### config.mk
export PLATFORM = sky130hd
export DESIGN_NAME = tank_level_pump_poll_controller
export DESIGN_NICKNAME = d
export VERILOG_FILES = /design/src/design/tlppc_pkg.sv /design/src/design/tlppc_frame_parser.sv /design/src/design/tank_level_pump_poll_controller.sv
export SDC_FILE = /design/constraint.sdc
export NUM_CORES = 1
export LEC_CHECK = 0
export BUFFER_PORTS_ARGS = -buffer_cell sky130_fd_sc_hd__buf_4
export CAP_MARGIN = 15
export CORE_MARGIN = 5
export CORE_UTILIZATION = 57
export CTS_CLUSTER_DIAMETER = 30
export DETAILED_ROUTE_END_ITERATION = 7
export PLACE_DENSITY = 0.78
export SLEW_MARGIN = 10
export SYNTH_ARGS = -nofsm -noshare
export SYNTH_HDL_FRONTEND = slang
export SYNTH_SLANG_ARGS = --single-unit
### constraint.sdc
create_clock -name aclk -period 4.35 [get_ports aclk]
set_clock_uncertainty 0.15 [all_clocks]
set_input_delay 0.435 -clock aclk [delete_from_list [all_inputs] [get_ports aclk]]
set_output_delay 0.435 -clock aclk [all_outputs]
set_load 0.01 [all_outputs]
### src/design/tlppc_pkg.sv
package tlppc_pkg;

    localparam int ACC_W = 15;

    typedef logic signed [ACC_W-1:0] acc_t;

    localparam acc_t ACC_MAX = 15'sd16383;

    localparam logic [7:0] CHAR_START = 8'h69;
    localparam logic [7:0] CHAR_END   = 8'h23;
    localparam logic [7:0] CHAR_SEP   = 8'h24;
    localparam logic [7:0] CHAR_MINUS = 8'h2d;
    localparam logic [7:0] CHAR_ZERO  = 8'h30;
    localparam logic [7:0] CHAR_NINE  = 8'h39;

    localparam logic [1:0] FIELD_DIST  = 2'd0;
    localparam logic [1:0] FIELD_TEMP  = 2'd1;
    localparam logic [1:0] FIELD_CHECK = 2'd2;
    localparam logic [1:0] FIELD_DONE  = 2'd3;

    localparam logic [1:0] STATUS_NONE     = 2'd0;
    localparam logic [1:0] STATUS_ACCEPT   = 2'd1;
    localparam logic [1:0] STATUS_MISMATCH = 2'd2;

    localparam logic [2:0] CFG_POLL_PERIOD = 3'd0;
    localparam logic [2:0] CFG_PUMP_MAX    = 3'd1;
    localparam logic [2:0] CFG_LOW_LEVEL   = 3'd2;
    localparam logic [2:0] CFG_FULL_LEVEL  = 3'd3;
    localparam logic [2:0] CFG_FAIL_LIMIT  = 3'd4;

    typedef struct packed {
        logic complete;
        acc_t distance;
        acc_t temperature;
        acc_t check;
    } frame_t;

endpackage

### src/design/tlppc_frame_parser.sv
module tlppc_frame_parser #(
    parameter int FIELD_CHARS = 4
) (
    input  logic              aclk,
    input  logic              aresetn,
    input  logic              byte_en,
    input  logic [7:0]        rx_byte,
    output tlppc_pkg::frame_t frame
);

    localparam int DIGIT_W = $clog2(FIELD_CHARS + 1);
    localparam int PROD_W  = tlppc_pkg::ACC_W + 4;

    logic [1:0]         field_index_reg, field_index_next;
    tlppc_pkg::acc_t    distance_acc_reg, distance_acc_next;
    tlppc_pkg::acc_t    temperature_acc_reg, temperature_acc_next;
    tlppc_pkg::acc_t    check_acc_reg, check_acc_next;
    logic [DIGIT_W-1:0] field_digits_reg, field_digits_next;
    logic               field_negative_reg, field_negative_next;
    logic               field_stopped_reg, field_stopped_next;

    tlppc_pkg::acc_t          cur_acc;
    tlppc_pkg::acc_t          new_acc;
    logic [tlppc_pkg::ACC_W-1:0] cur_mag;
    logic [PROD_W-1:0]        prod;
    logic                     is_digit;
    logic                     write_acc;

    always_comb begin
        case (field_index_reg)
            tlppc_pkg::FIELD_DIST: cur_acc = distance_acc_reg;
            tlppc_pkg::FIELD_TEMP: cur_acc = temperature_acc_reg;
            default:               cur_acc = check_acc_reg;
        endcase
    end

    assign cur_mag  = cur_acc;
    assign is_digit = (rx_byte >= tlppc_pkg::CHAR_ZERO) && (rx_byte <= tlppc_pkg::CHAR_NINE);
    assign prod     = (PROD_W'(cur_mag) << 3) + (PROD_W'(cur_mag) << 1)
                    + PROD_W'(rx_byte[3:0]);

    always_comb begin
        field_index_next     = field_index_reg;
        distance_acc_next    = distance_acc_reg;
        temperature_acc_next = temperature_acc_reg;
        check_acc_next       = check_acc_reg;
        field_digits_next    = field_digits_reg;
        field_negative_next  = field_negative_reg;
        field_stopped_next   = field_stopped_reg;
        new_acc              = cur_acc;
        write_acc            = 1'b0;

        if (byte_en) begin
            if ((rx_byte == tlppc_pkg::CHAR_END) || (rx_byte == tlppc_pkg::CHAR_START)) begin
                field_index_next     = tlppc_pkg::FIELD_DIST;
                distance_acc_next    = '0;
                temperature_acc_next = '0;
                check_acc_next       = '0;
                field_digits_next    = '0;
                field_negative_next  = 1'b0;
                field_stopped_next   = 1'b0;
            end else if (field_index_reg != tlppc_pkg::FIELD_DONE) begin
                if (rx_byte == tlppc_pkg::CHAR_SEP) begin
                    new_acc             = field_negative_reg ? -cur_acc : cur_acc;
                    write_acc           = 1'b1;
                    field_index_next    = field_index_reg + 2'd1;
                    field_digits_next   = '0;
                    field_negative_next = 1'b0;
                    field_stopped_next  = 1'b0;
                end else if (!field_stopped_reg) begin
                    if (is_digit) begin
                        if (field_digits_reg < DIGIT_W'(FIELD_CHARS)) begin
                            new_acc = (prod > PROD_W'(tlppc_pkg::ACC_MAX))
                                    ? tlppc_pkg::ACC_MAX
                                    : tlppc_pkg::acc_t'(prod[tlppc_pkg::ACC_W-1:0]);
                            write_acc         = 1'b1;
                            field_digits_next = field_digits_reg + DIGIT_W'(1);
                        end
                    end else if ((rx_byte == tlppc_pkg::CHAR_MINUS)
                                 && (field_digits_reg == '0) && !field_negative_reg) begin
                        field_negative_next = 1'b1;
                    end else begin
                        field_stopped_next = 1'b1;
                    end
                end
                if (write_acc) begin
                    case (field_index_reg)
                        tlppc_pkg::FIELD_DIST: distance_acc_next    = new_acc;
                        tlppc_pkg::FIELD_TEMP: temperature_acc_next = new_acc;
                        default:               check_acc_next       = new_acc;
                    endcase
                end
            end
        end
    end

    always_ff @(posedge aclk) begin
        if (!aresetn) begin
            field_index_reg     <= tlppc_pkg::FIELD_DIST;
            distance_acc_reg    <= '0;
            temperature_acc_reg <= '0;
            check_acc_reg       <= '0;
            field_digits_reg    <= '0;
            field_negative_reg  <= 1'b0;
            field_stopped_reg   <= 1'b0;
        end else begin
            field_index_reg     <= field_index_next;
            distance_acc_reg    <= distance_acc_next;
            temperature_acc_reg <= temperature_acc_next;
            check_acc_reg       <= check_acc_next;
            field_digits_reg    <= field_digits_next;
            field_negative_reg  <= field_negative_next;
            field_stopped_reg   <= field_stopped_next;
        end
    end

    assign frame.complete    = byte_en && (rx_byte == tlppc_pkg::CHAR_END)
                             && (field_index_reg == tlppc_pkg::FIELD_DONE);
    assign frame.distance    = distance_acc_reg;
    assign frame.temperature = temperature_acc_reg;
    assign frame.check       = check_acc_reg;

endmodule

### src/design/tank_level_pump_poll_controller.sv
// Tank level pump poll controller. Each input transaction is a timer tick (s_cmd = 0) or a
// received serial byte (s_cmd = 1), and each one yields exactly one result transaction.
// Ticks advance the poll timer (status request every poll_period ticks), the unanswered-poll
// counter (link error once it reaches fail_limit) and the pump run timer (relay opened after
// pump_max_ticks). Bytes are parsed as frames 'i' dist '$' temp '$' check '$' '#'; a frame
// whose check equals dist+temp switches the pump against low_level and full_level, otherwise
// a re-poll is requested. The block takes one transaction per clock cycle while m_ready keeps
// up; each one passes the input register and then the result register. While a finished result
// waits for m_ready the input register can still take one more transaction. Configuration
// writes are taken on any cycle and must be issued only while no transaction is in flight.
module tank_level_pump_poll_controller #(
    parameter int FIELD_CHARS = 4
) (
    input  logic        aclk,
    input  logic        aresetn,

    input  logic        cfg_valid,
    output logic        cfg_ready,
    input  logic [2:0]  cfg_addr,
    input  logic [15:0] cfg_wdata,

    input  logic        s_valid,
    output logic        s_ready,
    input  logic        s_cmd,
    input  logic [7:0]  s_rx_byte,

    output logic        m_valid,
    input  logic        m_ready,
    output logic        m_send_poll,
    output logic        m_relay_closed,
    output logic        m_blink_single,
    output logic        m_blink_double,
    output logic        m_blink_error,
    output logic [1:0]  m_frame_status
);

    logic [15:0]     poll_period_reg;
    logic [15:0]     pump_max_ticks_reg;
    tlppc_pkg::acc_t low_level_reg;
    tlppc_pkg::acc_t full_level_reg;
    logic [2:0]      fail_limit_reg;

    logic        in_valid_reg;
    logic        in_cmd_reg;
    logic [7:0]  in_byte_reg;

    logic [15:0] poll_timer_reg, poll_timer_next;
    logic [15:0] run_timer_reg, run_timer_next;
    logic [2:0]  unanswered_reg, unanswered_next;
    logic        pump_flag_reg, pump_flag_next;
    logic        relay_state_reg, relay_state_next;

    logic        out_valid_reg;
    logic        send_poll_reg, send_poll_next;
    logic        relay_closed_reg;
    logic        blink_single_reg, blink_single_next;
    logic        blink_double_reg, blink_double_next;
    logic        blink_error_reg, blink_error_next;
    logic [1:0]  frame_status_reg, frame_status_next;

    logic        out_free;
    logic        consume;
    logic        byte_en;
    logic [2:0]  una_after_err;
    logic [15:0] poll_inc;
    logic [15:0] run_inc;
    logic signed [tlppc_pkg::ACC_W:0] check_sum;

    tlppc_pkg::frame_t frame;

    assign out_free  = !out_valid_reg || m_ready;
    assign consume   = in_valid_reg && out_free;
    assign byte_en   = consume && in_cmd_reg;
    assign s_ready   = !in_valid_reg || out_free;
    assign cfg_ready = 1'b1;

    tlppc_frame_parser #(
        .FIELD_CHARS(FIELD_CHARS)
    ) u_parser (
        .aclk    (aclk),
        .aresetn (aresetn),
        .byte_en (byte_en),
        .rx_byte (in_byte_reg),
        .frame   (frame)
    );

    always_ff @(posedge aclk) begin
        if (!aresetn) begin
            poll_period_reg    <= 16'd300;
            pump_max_ticks_reg <= 16'd18000;
            low_level_reg      <= 15'sd50;
            full_level_reg     <= 15'sd15;
            fail_limit_reg     <= 3'd3;
        end else if (cfg_valid && cfg_ready) begin
            unique case (cfg_addr)
                tlppc_pkg::CFG_POLL_PERIOD: poll_period_reg    <= cfg_wdata;
                tlppc_pkg::CFG_PUMP_MAX:    pump_max_ticks_reg <= cfg_wdata;
                tlppc_pkg::CFG_LOW_LEVEL:   low_level_reg      <= cfg_wdata[14:0];
                tlppc_pkg::CFG_FULL_LEVEL:  full_level_reg     <= cfg_wdata[14:0];
                tlppc_pkg::CFG_FAIL_LIMIT:  fail_limit_reg     <= cfg_wdata[2:0];
                default: ;
            endcase
        end
    end

    // input register
    always_ff @(posedge aclk) begin
        if (!aresetn) begin
            in_valid_reg <= 1'b0;
        end else if (s_ready) begin
            in_valid_reg <= s_valid;
        end
    end

    always_ff @(posedge aclk) begin
        if (s_valid && s_ready) begin
            in_cmd_reg  <= s_cmd;
            in_byte_reg <= s_rx_byte;
        end
    end

    assign poll_inc  = (poll_timer_reg == 16'hFFFF) ? poll_timer_reg : poll_timer_reg + 16'd1;
    assign run_inc   = (run_timer_reg == 16'hFFFF) ? run_timer_reg : run_timer_reg + 16'd1;
    assign check_sum = (tlppc_pkg::ACC_W+1)'(frame.distance)
                     + (tlppc_pkg::ACC_W+1)'(frame.temperature);

    always_comb begin
        poll_timer_next   = poll_timer_reg;
        run_timer_next    = run_timer_reg;
        unanswered_next   = unanswered_reg;
        pump_flag_next    = pump_flag_reg;
        relay_state_next  = relay_state_reg;
        send_poll_next    = 1'b0;
        blink_single_next = 1'b0;
        blink_double_next = 1'b0;
        blink_error_next  = 1'b0;
        frame_status_next = tlppc_pkg::STATUS_NONE;
        una_after_err     = unanswered_reg;

        if (consume && !in_cmd_reg) begin
            if (unanswered_reg >= fail_limit_reg) begin
                blink_error_next = 1'b1;
                una_after_err    = (fail_limit_reg != 3'd0) ? fail_limit_reg - 3'd1 : 3'd0;
            end
            unanswered_next = una_after_err;
            poll_timer_next = poll_inc;
            if (poll_inc >= poll_period_reg) begin
                send_poll_next    = 1'b1;
                blink_double_next = 1'b1;
                poll_timer_next   = '0;
                if (una_after_err != 3'd7) begin
                    unanswered_next = una_after_err + 3'd1;
                end
            end
            run_timer_next = run_inc;
            if ((run_inc >= pump_max_ticks_reg) && pump_flag_reg) begin
                relay_state_next = 1'b0;
            end
        end else if (byte_en) begin
            unanswered_next = '0;
            if (frame.complete) begin
                if ((tlppc_pkg::ACC_W+1)'(frame.check) != check_sum) begin
                    send_poll_next    = 1'b1;
                    blink_double_next = 1'b1;
                    poll_timer_next   = '0;
                    frame_status_next = tlppc_pkg::STATUS_MISMATCH;
                end else begin
                    frame_status_next = tlppc_pkg::STATUS_ACCEPT;
                    if (frame.distance <= low_level_reg) begin
                        blink_single_next = 1'b1;
                        relay_state_next  = 1'b1;
                        if (!pump_flag_reg) begin
                            pump_flag_next = 1'b1;
                            run_timer_next = '0;
                        end
                    end else if (frame.distance >= full_level_reg) begin
                        relay_state_next = 1'b0;
                        pump_flag_next   = 1'b0;
                    end
                end
            end
        end
    end

    always_ff @(posedge aclk) begin
        if (!aresetn) begin
            poll_timer_reg  <= '0;
            run_timer_reg   <= '0;
            unanswered_reg  <= '0;
            pump_flag_reg   <= 1'b0;
            relay_state_reg <= 1'b0;
        end else begin
            poll_timer_reg  <= poll_timer_next;
            run_timer_reg   <= run_timer_next;
            unanswered_reg  <= unanswered_next;
            pump_flag_reg   <= pump_flag_next;
            relay_state_reg <= relay_state_next;
        end
    end

    // result register
    always_ff @(posedge aclk) begin
        if (!aresetn) begin
            out_valid_reg <= 1'b0;
        end else if (out_free) begin
            out_valid_reg <= consume;
        end
    end

    always_ff @(posedge aclk) begin
        if (consume) begin
            send_poll_reg    <= send_poll_next;
            relay_closed_reg <= relay_state_next;
            blink_single_reg <= blink_single_next;
            blink_double_reg <= blink_double_next;
            blink_error_reg  <= blink_error_next;
            frame_status_reg <= frame_status_next;
        end
    end

    assign m_valid        = out_valid_reg;
    assign m_send_poll    = send_poll_reg;
    assign m_relay_closed = relay_closed_reg;
    assign m_blink_single = blink_single_reg;
    assign m_blink_double = blink_double_reg;
    assign m_blink_error  = blink_error_reg;
    assign m_frame_status = frame_status_reg;

endmodule
Word-level counts from Yosys, hierarchy flattened
Cells that the tools add are included.
{ "op_classes": {"bitwise": 4, "muxes": 84, "reduce_logical": 52, "n_eq_ne": 20, "n_lt_le_gt_ge": 9, "addsub": 10} }
{ "ops": {"columns": ["cell", "n"], "rows": [
  ["2-to-1 mux 15 bit", 18],
  ["2-to-1 mux 16 bit", 13],
  ["2-to-1 mux 3 bit", 13],
  ["2-to-1 mux 1 bit", 35],
  ["adder 16 x 1 -> 16 bit (second input constant)", 2],
  ["== test 16 bit (second input constant)", 2],
  ["greater-or-equal comparator 16 bit", 2],
  ["case mux 15 bit (2 select lines)", 1],
  ["== test 8 x 6 -> 1 bit (second input constant)", 3],
  ["AND reduction 5 bit", 4],
  ["nonzero test 2 bit", 10],
  ["adder 18 x 16 -> 19 bit", 1],
  ["adder 19 x 4 -> 19 bit", 1],
  ["greater-than comparator 19 x 14 -> 1 bit (second input constant)", 1],
  ["adder 15 x 15 -> 16 bit", 1],
  ["!= test 15 x 16 -> 1 bit", 1],
  ["greater-or-equal comparator 15 bit", 1],
  ["less-or-equal comparator 15 bit", 1],
  ["negator 15 bit", 1],
  ["AND reduction 2 bit", 6],
  ["AND reduction 4 bit", 3],
  ["nonzero test 3 bit", 4],
  ["logical AND 1 bit", 10],
  ["!= test 3 bit (second input constant)", 3],
  ["other kinds (25)", 42]
]} }
{ "word_totals": {"regBits": 171, "elab_cells": 205, "input_bits": 33, "output_inout_bits": 10} }

Depth between registers and ports, before layout
{ "logic_depth": {"ltp_word": 14, "depth_mapped": 20, "ltp_nobuf": 17} }

By module
A second synthesis with hierarchy kept.
{ "unflattened": {"cells_unflattened": 1494, "area_unflattened_um2": 11964.0} }
{ "by_module_without_submodules": {"columns": ["mod", "instances", "seq_area_each_um2", "area_per_inst_um2", "cells_per_inst"], "rows": [
  ["tank_level_pump_poll_controller", 1, 2532.4, 7807.5, 980],
  ["tlppc_frame_parser", 1, 1041.0, 4156.5, 514]
]} }

Worst setup path before layout
OpenSTA, ideal clock, no wires.
{ "synth_path": {"path_kind": "reg-to-reg", "start": "reg u_parser.field_index_reg[0]", "end": "reg u_parser.check_acc_reg[1]", "path_stages_with_launch": 19, "period_less_slack_ns": 4.465, "arrival_time_ns": 4.200, "setup_ns": 0.115, "required_time_ns": 4.085, "n_path_buf": 2, "path_slack_ns": -0.115, "cell_sequence": "dfxtp_1 -> inv_1 -> ha_1 -> buf_2 -> a22o_1 -> a21oi_1 -> inv_1 -> fa_1 -> inv_1 -> fa_1 -> nor2b_1 -> o31ai_2 -> a21oi_1 -> a31o_1 -> mux2i_1 -> o2111ai_1 -> buf_2 -> a211o_1 -> a31o_1"} }
{ "synth_via": {"elab_chain_len": 14, "elab_cells_between_ends": 22, "classes_between": "add/sub: 3; order compare: 1; eq/ne: 3; mux: 11; reduce/logical: 4"} }
{ "synth_lines": {"columns": ["item", "line_no", "rtl"], "rows": [
  ["from (decl)", "tlppc_frame_parser.sv:14", "logic [1:0] field_index_reg, field_index_next;"],
  ["from (signal assigned)", "tlppc_frame_parser.sv:99", "field_index_reg <= tlppc_pkg::FIELD_DIST;"],
  ["from (signal assigned)", "tlppc_frame_parser.sv:107", "field_index_reg <= field_index_next;"],
  ["== test 2 x 1 -> 1 bit or zero test 2 bit (tied branches)", "tlppc_frame_parser.sv:30, tlppc_frame_parser.sv:87", null],
  ["case mux 15 bit (2 select lines)", "tlppc_frame_parser.sv:30", "case (field_index_reg)"],
  ["adder 18 x 16 -> 19 bit", "tlppc_frame_parser.sv:39", "assign prod = (PROD_W'(cur_mag) << 3) + (PROD_W'(cur_mag) << 1)"],
  ["adder 19 x 4 -> 19 bit", "tlppc_frame_parser.sv:40", "+ PROD_W'(rx_byte[3:0]);"],
  ["greater-than comparator 19 x 14 -> 1 bit", "tlppc_frame_parser.sv:73", "new_acc = (prod > PROD_W'(tlppc_pkg::ACC_MAX))"],
  ["2-to-1 mux 15 bit", "tlppc_frame_parser.sv:74", "? tlppc_pkg::ACC_MAX"],
  ["2-to-1 mux 15 bit", "tlppc_frame_parser.sv:72", "if (field_digits_reg < DIGIT_W'(FIELD_CHARS)) begin"],
  ["2-to-1 mux 15 bit", "tlppc_frame_parser.sv:71", "if (is_digit) begin"],
  ["2-to-1 mux 15 bit", "tlppc_frame_parser.sv:70", "end else if (!field_stopped_reg) begin"],
  ["2-to-1 mux 15 bit", "tlppc_frame_parser.sv:63", "if (rx_byte == tlppc_pkg::CHAR_SEP) begin"],
  ["2-to-1 mux 15 bit", "tlppc_frame_parser.sv:87", "case (field_index_reg)"],
  ["2-to-1 mux 15 bit", "tlppc_frame_parser.sv:86", "if (write_acc) begin"],
  ["2-to-1 mux 15 bit", "tlppc_frame_parser.sv:62", "end else if (field_index_reg != tlppc_pkg::FIELD_DONE) begin"],
  ["2-to-1 mux 15 bit", "tlppc_frame_parser.sv:54", "if ((rx_byte == tlppc_pkg::CHAR_END) || (rx_byte == tlppc_pkg::CHAR_START)) begin"],
  ["to (signal assigned)", "tlppc_frame_parser.sv:110", "check_acc_reg <= check_acc_next;"],
  ["to (decl)", "tlppc_frame_parser.sv:17", "tlppc_pkg::acc_t check_acc_reg, check_acc_next;"]
]} }
Parallel ways exist; a longest one is shown, timed or not. The select of a mux whose other input is x is not followed.
A chain may end at the register's enable or synchronous reset.

Worst setup path in the final report
{ "layout_path": {"start": "reg u_parser.field_index_reg[1]", "end": "reg u_parser.temperature_acc_reg[5]"} }
{ "layout_via": {"elab_chain_len": 14, "elab_cells_between_ends": 21, "classes_between": "add/sub: 3; order compare: 1; eq/ne: 2; mux: 11; reduce/logical: 4"} }
{ "layout_lines": {"columns": ["item", "line_no", "rtl"], "rows": [
  ["== test 2 x 1 -> 1 bit or zero test 2 bit (tied branches)", "tlppc_frame_parser.sv:30, tlppc_frame_parser.sv:87", null],
  ["case mux 15 bit (2 select lines)", "tlppc_frame_parser.sv:30", null],
  ["adder 18 x 16 -> 19 bit", "tlppc_frame_parser.sv:39", null],
  ["adder 19 x 4 -> 19 bit", "tlppc_frame_parser.sv:40", null],
  ["greater-than comparator 19 x 14 -> 1 bit", "tlppc_frame_parser.sv:73", null],
  ["2-to-1 mux 15 bit", "tlppc_frame_parser.sv:74", null],
  ["2-to-1 mux 15 bit", "tlppc_frame_parser.sv:72", null],
  ["2-to-1 mux 15 bit", "tlppc_frame_parser.sv:71", null],
  ["2-to-1 mux 15 bit", "tlppc_frame_parser.sv:70", null],
  ["2-to-1 mux 15 bit", "tlppc_frame_parser.sv:63", null],
  ["2-to-1 mux 15 bit", "tlppc_frame_parser.sv:87", null],
  ["2-to-1 mux 15 bit", "tlppc_frame_parser.sv:86", null],
  ["2-to-1 mux 15 bit", "tlppc_frame_parser.sv:62", null],
  ["2-to-1 mux 15 bit", "tlppc_frame_parser.sv:54", null],
  ["to (signal assigned)", "tlppc_frame_parser.sv:109", "temperature_acc_reg <= temperature_acc_next;"],
  ["to (decl)", "tlppc_frame_parser.sv:16", "tlppc_pkg::acc_t temperature_acc_reg, temperature_acc_next;"]
]} }
Parallel ways exist; a longest one is shown, timed or not. The select of a mux whose other input is x is not followed.

==> impl_metrics.csv <==
group,metric,value,unit
worst_setup_path,cp-end-kind,"flop",
worst_setup_path,r2r_slack,90,ps
detailed_routing,via_per_inst,6.24,
synth,yosysSeqAreaShare,30.4,%
clock_tree,clk_pin_slew,70,ps
global_routing,grt_first_pass_wirelength,55100,um
synth,synth-compound-area-share,24.4,%
sta,fin_ws,91.2,ps
worst_setup_path,timing.rr.end,"u_parser.temperature_acc_reg[5]$_SDFFE_PN0P_",
floorplanning,die_w,154,um
sta,rsz0062_at_grt,"true",
clock_tree,ctsHoldBuffers,0,
worst_setup_path,cp_num_buf_inv,5,
worst_setup_path,worstPathArrival,4440,ps
finish,register_area,0.00358,mm^2
finish,syn_to_final_growth,16.6,%
synth,synth_seq_cells,171,
synth,synth.avg_cell_area,7.99,um^2
clock_tree,cts_max_path_buffers,2,
finish,drive_above_1_share,15.3,%
detailed_routing,first_iter_violations,1116,
synth,synth_edf_count,15,
detailed_routing,postRouteWirelength,34600,um
placed_design,place.detailed.hpwl,25600,um
clock_tree,tritoncts,"done",
finish,final_cell_mix,"nand2_1, dfxtp_1, buf_4, a21oi_1, ha_1",
detailed_routing,antenna_left,0,
synth,ys.flop_type,"dfxtp_1",
worst_setup_path,crit_path_end,"u_parser.temperature_acc_reg[5]$_SDFFE_PN0P_",
worst_setup_path,r2r_start,"u_parser.field_index_reg[1]$_SDFFE_PN0P_",
detailed_routing,dr.max_layer_used,"met4",
sta,fin_crit_sh,97.9,%
synth,syn_area,0.0118,mm^2
pwr,ir_drop,0.000279,V
worst_setup_path,path_cells,"inv_4, ha_4, buf_6, buf_12, a22o_1, a21oi_2, inv_1, ha_1, ha_1, a2111o_1, a21oi_4, nor4_1, or3_1, a21oi_1, o2111ai_2, buf_6, or3_4, a32o_1",
synth,synth_top_area_share,26.6,%
worst_setup_path,critical-path-max-stage-delay,430,ps
placed_design,gp_congestion,0.950,
worst_setup_path,crit_required,4540,ps
synth,synth-async-reset-ratio,0,%
detailed_routing,met2_length,16300,um
sta,fmax,235,MHz
finish,layout_commonest_cell,"nand2_1",
clock_tree,cts_root_buf,"clkbuf_16",
floorplanning,core,0.0203,mm^2
worst_setup_path,startpoint,"u_parser.field_index_reg[1]$_SDFFE_PN0P_",
detailed_routing,dr.pass1.iters,6,
floorplanning,die_area,0.0236,mm^2
worst_setup_path,worst_path_max_delay_cell,"a2111o_1",
finish,final_util,67.5,%
finish,n_antenna_cell,0,
clock_tree,insertion_delay,440,ps
synth,yosys_warnings,0,
worst_setup_path,startpoint_type,"flop",
global_routing,grt_pass1_vias,10861,
placed_design,portBuffers,41,
detailed_routing,met1_length,14700,um
synth,synthAdderAreaFrac,13.1,%
finish,nets,1712,
worst_setup_path,critical_path.top_delay_family,"compound AO/OA/AOI/OAI gates",
sta,finalHoldViolations,0,
placed_design,dp.cells,1797,
synth,synth-xor-area-share,4.17,%
synth,synth_top_family_by_area,"compound AO/OA/AOI/OAI gates",
sta,setup_viol,0,
clock_tree,cts_made_buffers,17,
detailed_routing,wl_per_cell,18.8,um
global_routing,grt_max_degree,57,
synth,syn-instance-count,1471,
pwr,p_per_area,247,mW/mm^2
worst_setup_path,path_class,"flop to flop",
synth,yosysTopAreaCell,"dfxtp_1",
global_routing,antenna_found_initial,0,
finish,multi_input_area,0.00775,mm^2
synth,syn_nets,1625,
sta,worst_pin_slew,1080,ps
floorplanning,start_util,57.9,%
job,max_cap_violations,0,
finish,fin_cells,1841,
detailed_routing,via_count,11480,
pwr,finalPower,3.39,mW
floorplanning,std_cell_rows,52,
worst_setup_path,r2r_cells,18,
synth,synth_cell_types,89,
detailed_routing,met3_length,2540,um
sta,final_max_slew_viol_count,0,
global_routing,overflow,0,
clock_tree,h-tree-depth,4,
placed_design,dp_slack,-103,ps
floorplanning,ios,43,
worst_setup_path,crit_cells,18,
worst_setup_path,worst-path-max-fanout,9,
sta,max_slew_margin,27.8,%
sta,min_period,4260,ps
detailed_routing,route.detailed.drc,0,
finish,fillers,1673,
pwr,p_leak,5.90,nW
status,outcome,"finished, final reports clean",
synth,synth.area.top_cells,"dfxtp_1, ha_1, nand2_1, a21oi_1, edfxtp_1",
hold_path,hp-class,"input port to flop",
floorplanning,die_h,154,um
synth,synthMuxAreaShare,1.14,%
synth,yosys.area_share.simple,21.1,%
sta,holdWs,17.0,ps
global_routing,grt_util_all_layers,28.2,%
clock_tree,clock-sinks,171,
cells in the mapped netlist, types with 5 or more instances:
library cell	number
and4_1	5
xor2_1	16
a21oi_1	120
o21ai_0	47
inv_1	103
a22oi_1	5
a22o_1	14
o31ai_1	28
nor3_1	27
or2_2	7
nor2b_1	12
a31o_1	8
dfxtp_1	156
and3_1	17
o21a_1	9
o211ai_1	25
o21ai_1	20
or3_1	12
o2111ai_1	5
edfxtp_1	15
buf_2	8
and2_1	8
nor4_1	13
a211oi_1	12
o22ai_1	6
nand2_1	213
buf_1	7
nand4_1	24
a32o_1	15
a31oi_1	14
a21oi_2	5
ha_1	118
nand3_1	63
clkbuf_1	45
a21o_1	37
nand2b_1	14
nor2_1	78
mux2i_1	10
xnor2_1	40
what timing repair did:
item / in CTS / in global routing
pin swaps: 3 / 15
endpoints found under the setup margin: 33 / 44
gates resized for setup: 13 / 42
setup buffers: 2 / 10
cloned: 0 / 0
per-stage QoR:
stage          setup TNS [ps]  cell area, um^2
2_1_floorplan               0            11800
3_3_place_gp                0            12800
3_5_place_dp             -755            12800
4_1_cts                     0            13400
5_1_grt                  -407            13700
6_report                    0            13700
area by class of cell:
class / instances / area share [%]
Multi-Input combinational cell: 1132 / 56.5
Sequential cell: 171 / 26.1
Timing Repair Buffer: 133 / 7.72
Clock buffer: 19 / 3.39
Inverter: 103 / 2.84
Tap cell: 270 / 2.46
Clock inverter: 13 / 0.940
kinds of logic after synthesis:
| family | count (synthesis) |
|---|---|
| adder cells (fa/ha/maj) | 121 |
| XOR/XNOR | 56 |
| flip-flops | 171 |
| buffers and inverters | 168 |
| AO/OA/AOI/OAI | 422 |
| multiplexers | 13 |
| AND/OR/NAND/NOR | 519 |
| other | 1 |
layer usage:
layer	vias up	track usage, %
li1	5519	-
met1	5397	37.5
met2	483	46.8
met3	81	4.64
met4	0	9.13
met5	-	0
report_power, final:
| part | internal (mW) | total (mW) | switching, mW |
|---|---|---|---|
| registers | 1.61 | 1.63 | 0.0184 |
| logic | 0.0764 | 0.213 | 0.136 |
| clock network | 0.853 | 1.55 | 0.694 |
worst register-to-register path, stage by stage (launching register included):
cell and delay, ps:
dfxtp_2 360, inv_4 60, ha_4 180, buf_6 140, buf_12 130, a22o_1 250, a21oi_2 150, inv_1 100
ha_1 300, ha_1 220, a2111o_1 430, a21oi_4 170, nor4_1 80, or3_1 310, a21oi_1 220, o2111ai_2 140
buf_6 160, or3_4 380, a32o_1 210
worst min-delay path by stage:
stage / start / to / slack, ps / depth (start not counted)
2_1_floorplan: full_level_reg[10]$_SDFFE_PN0P_ / full_level_reg[10]$_SDFFE_PN0P_ / 290 / 2
4_1_cts: s_rx_byte[2] / in_byte_reg[2]$_DFFE_PP_ / 10 / 1
6_report: s_rx_byte[2] / in_byte_reg[2]$_DFFE_PP_ / 20 / 1
5_1_grt: s_rx_byte[3] / in_byte_reg[3]$_DFFE_PP_ / 5 / 1
3_3_place_gp: low_level_reg[13]$_SDFFE_PN0P_ / low_level_reg[13]$_SDFFE_PN0P_ / 290 / 2
3_5_place_dp: full_level_reg[11]$_SDFFE_PN0P_ / full_level_reg[11]$_SDFFE_PN0P_ / 300 / 2
(Power assumes the default switching activity.)
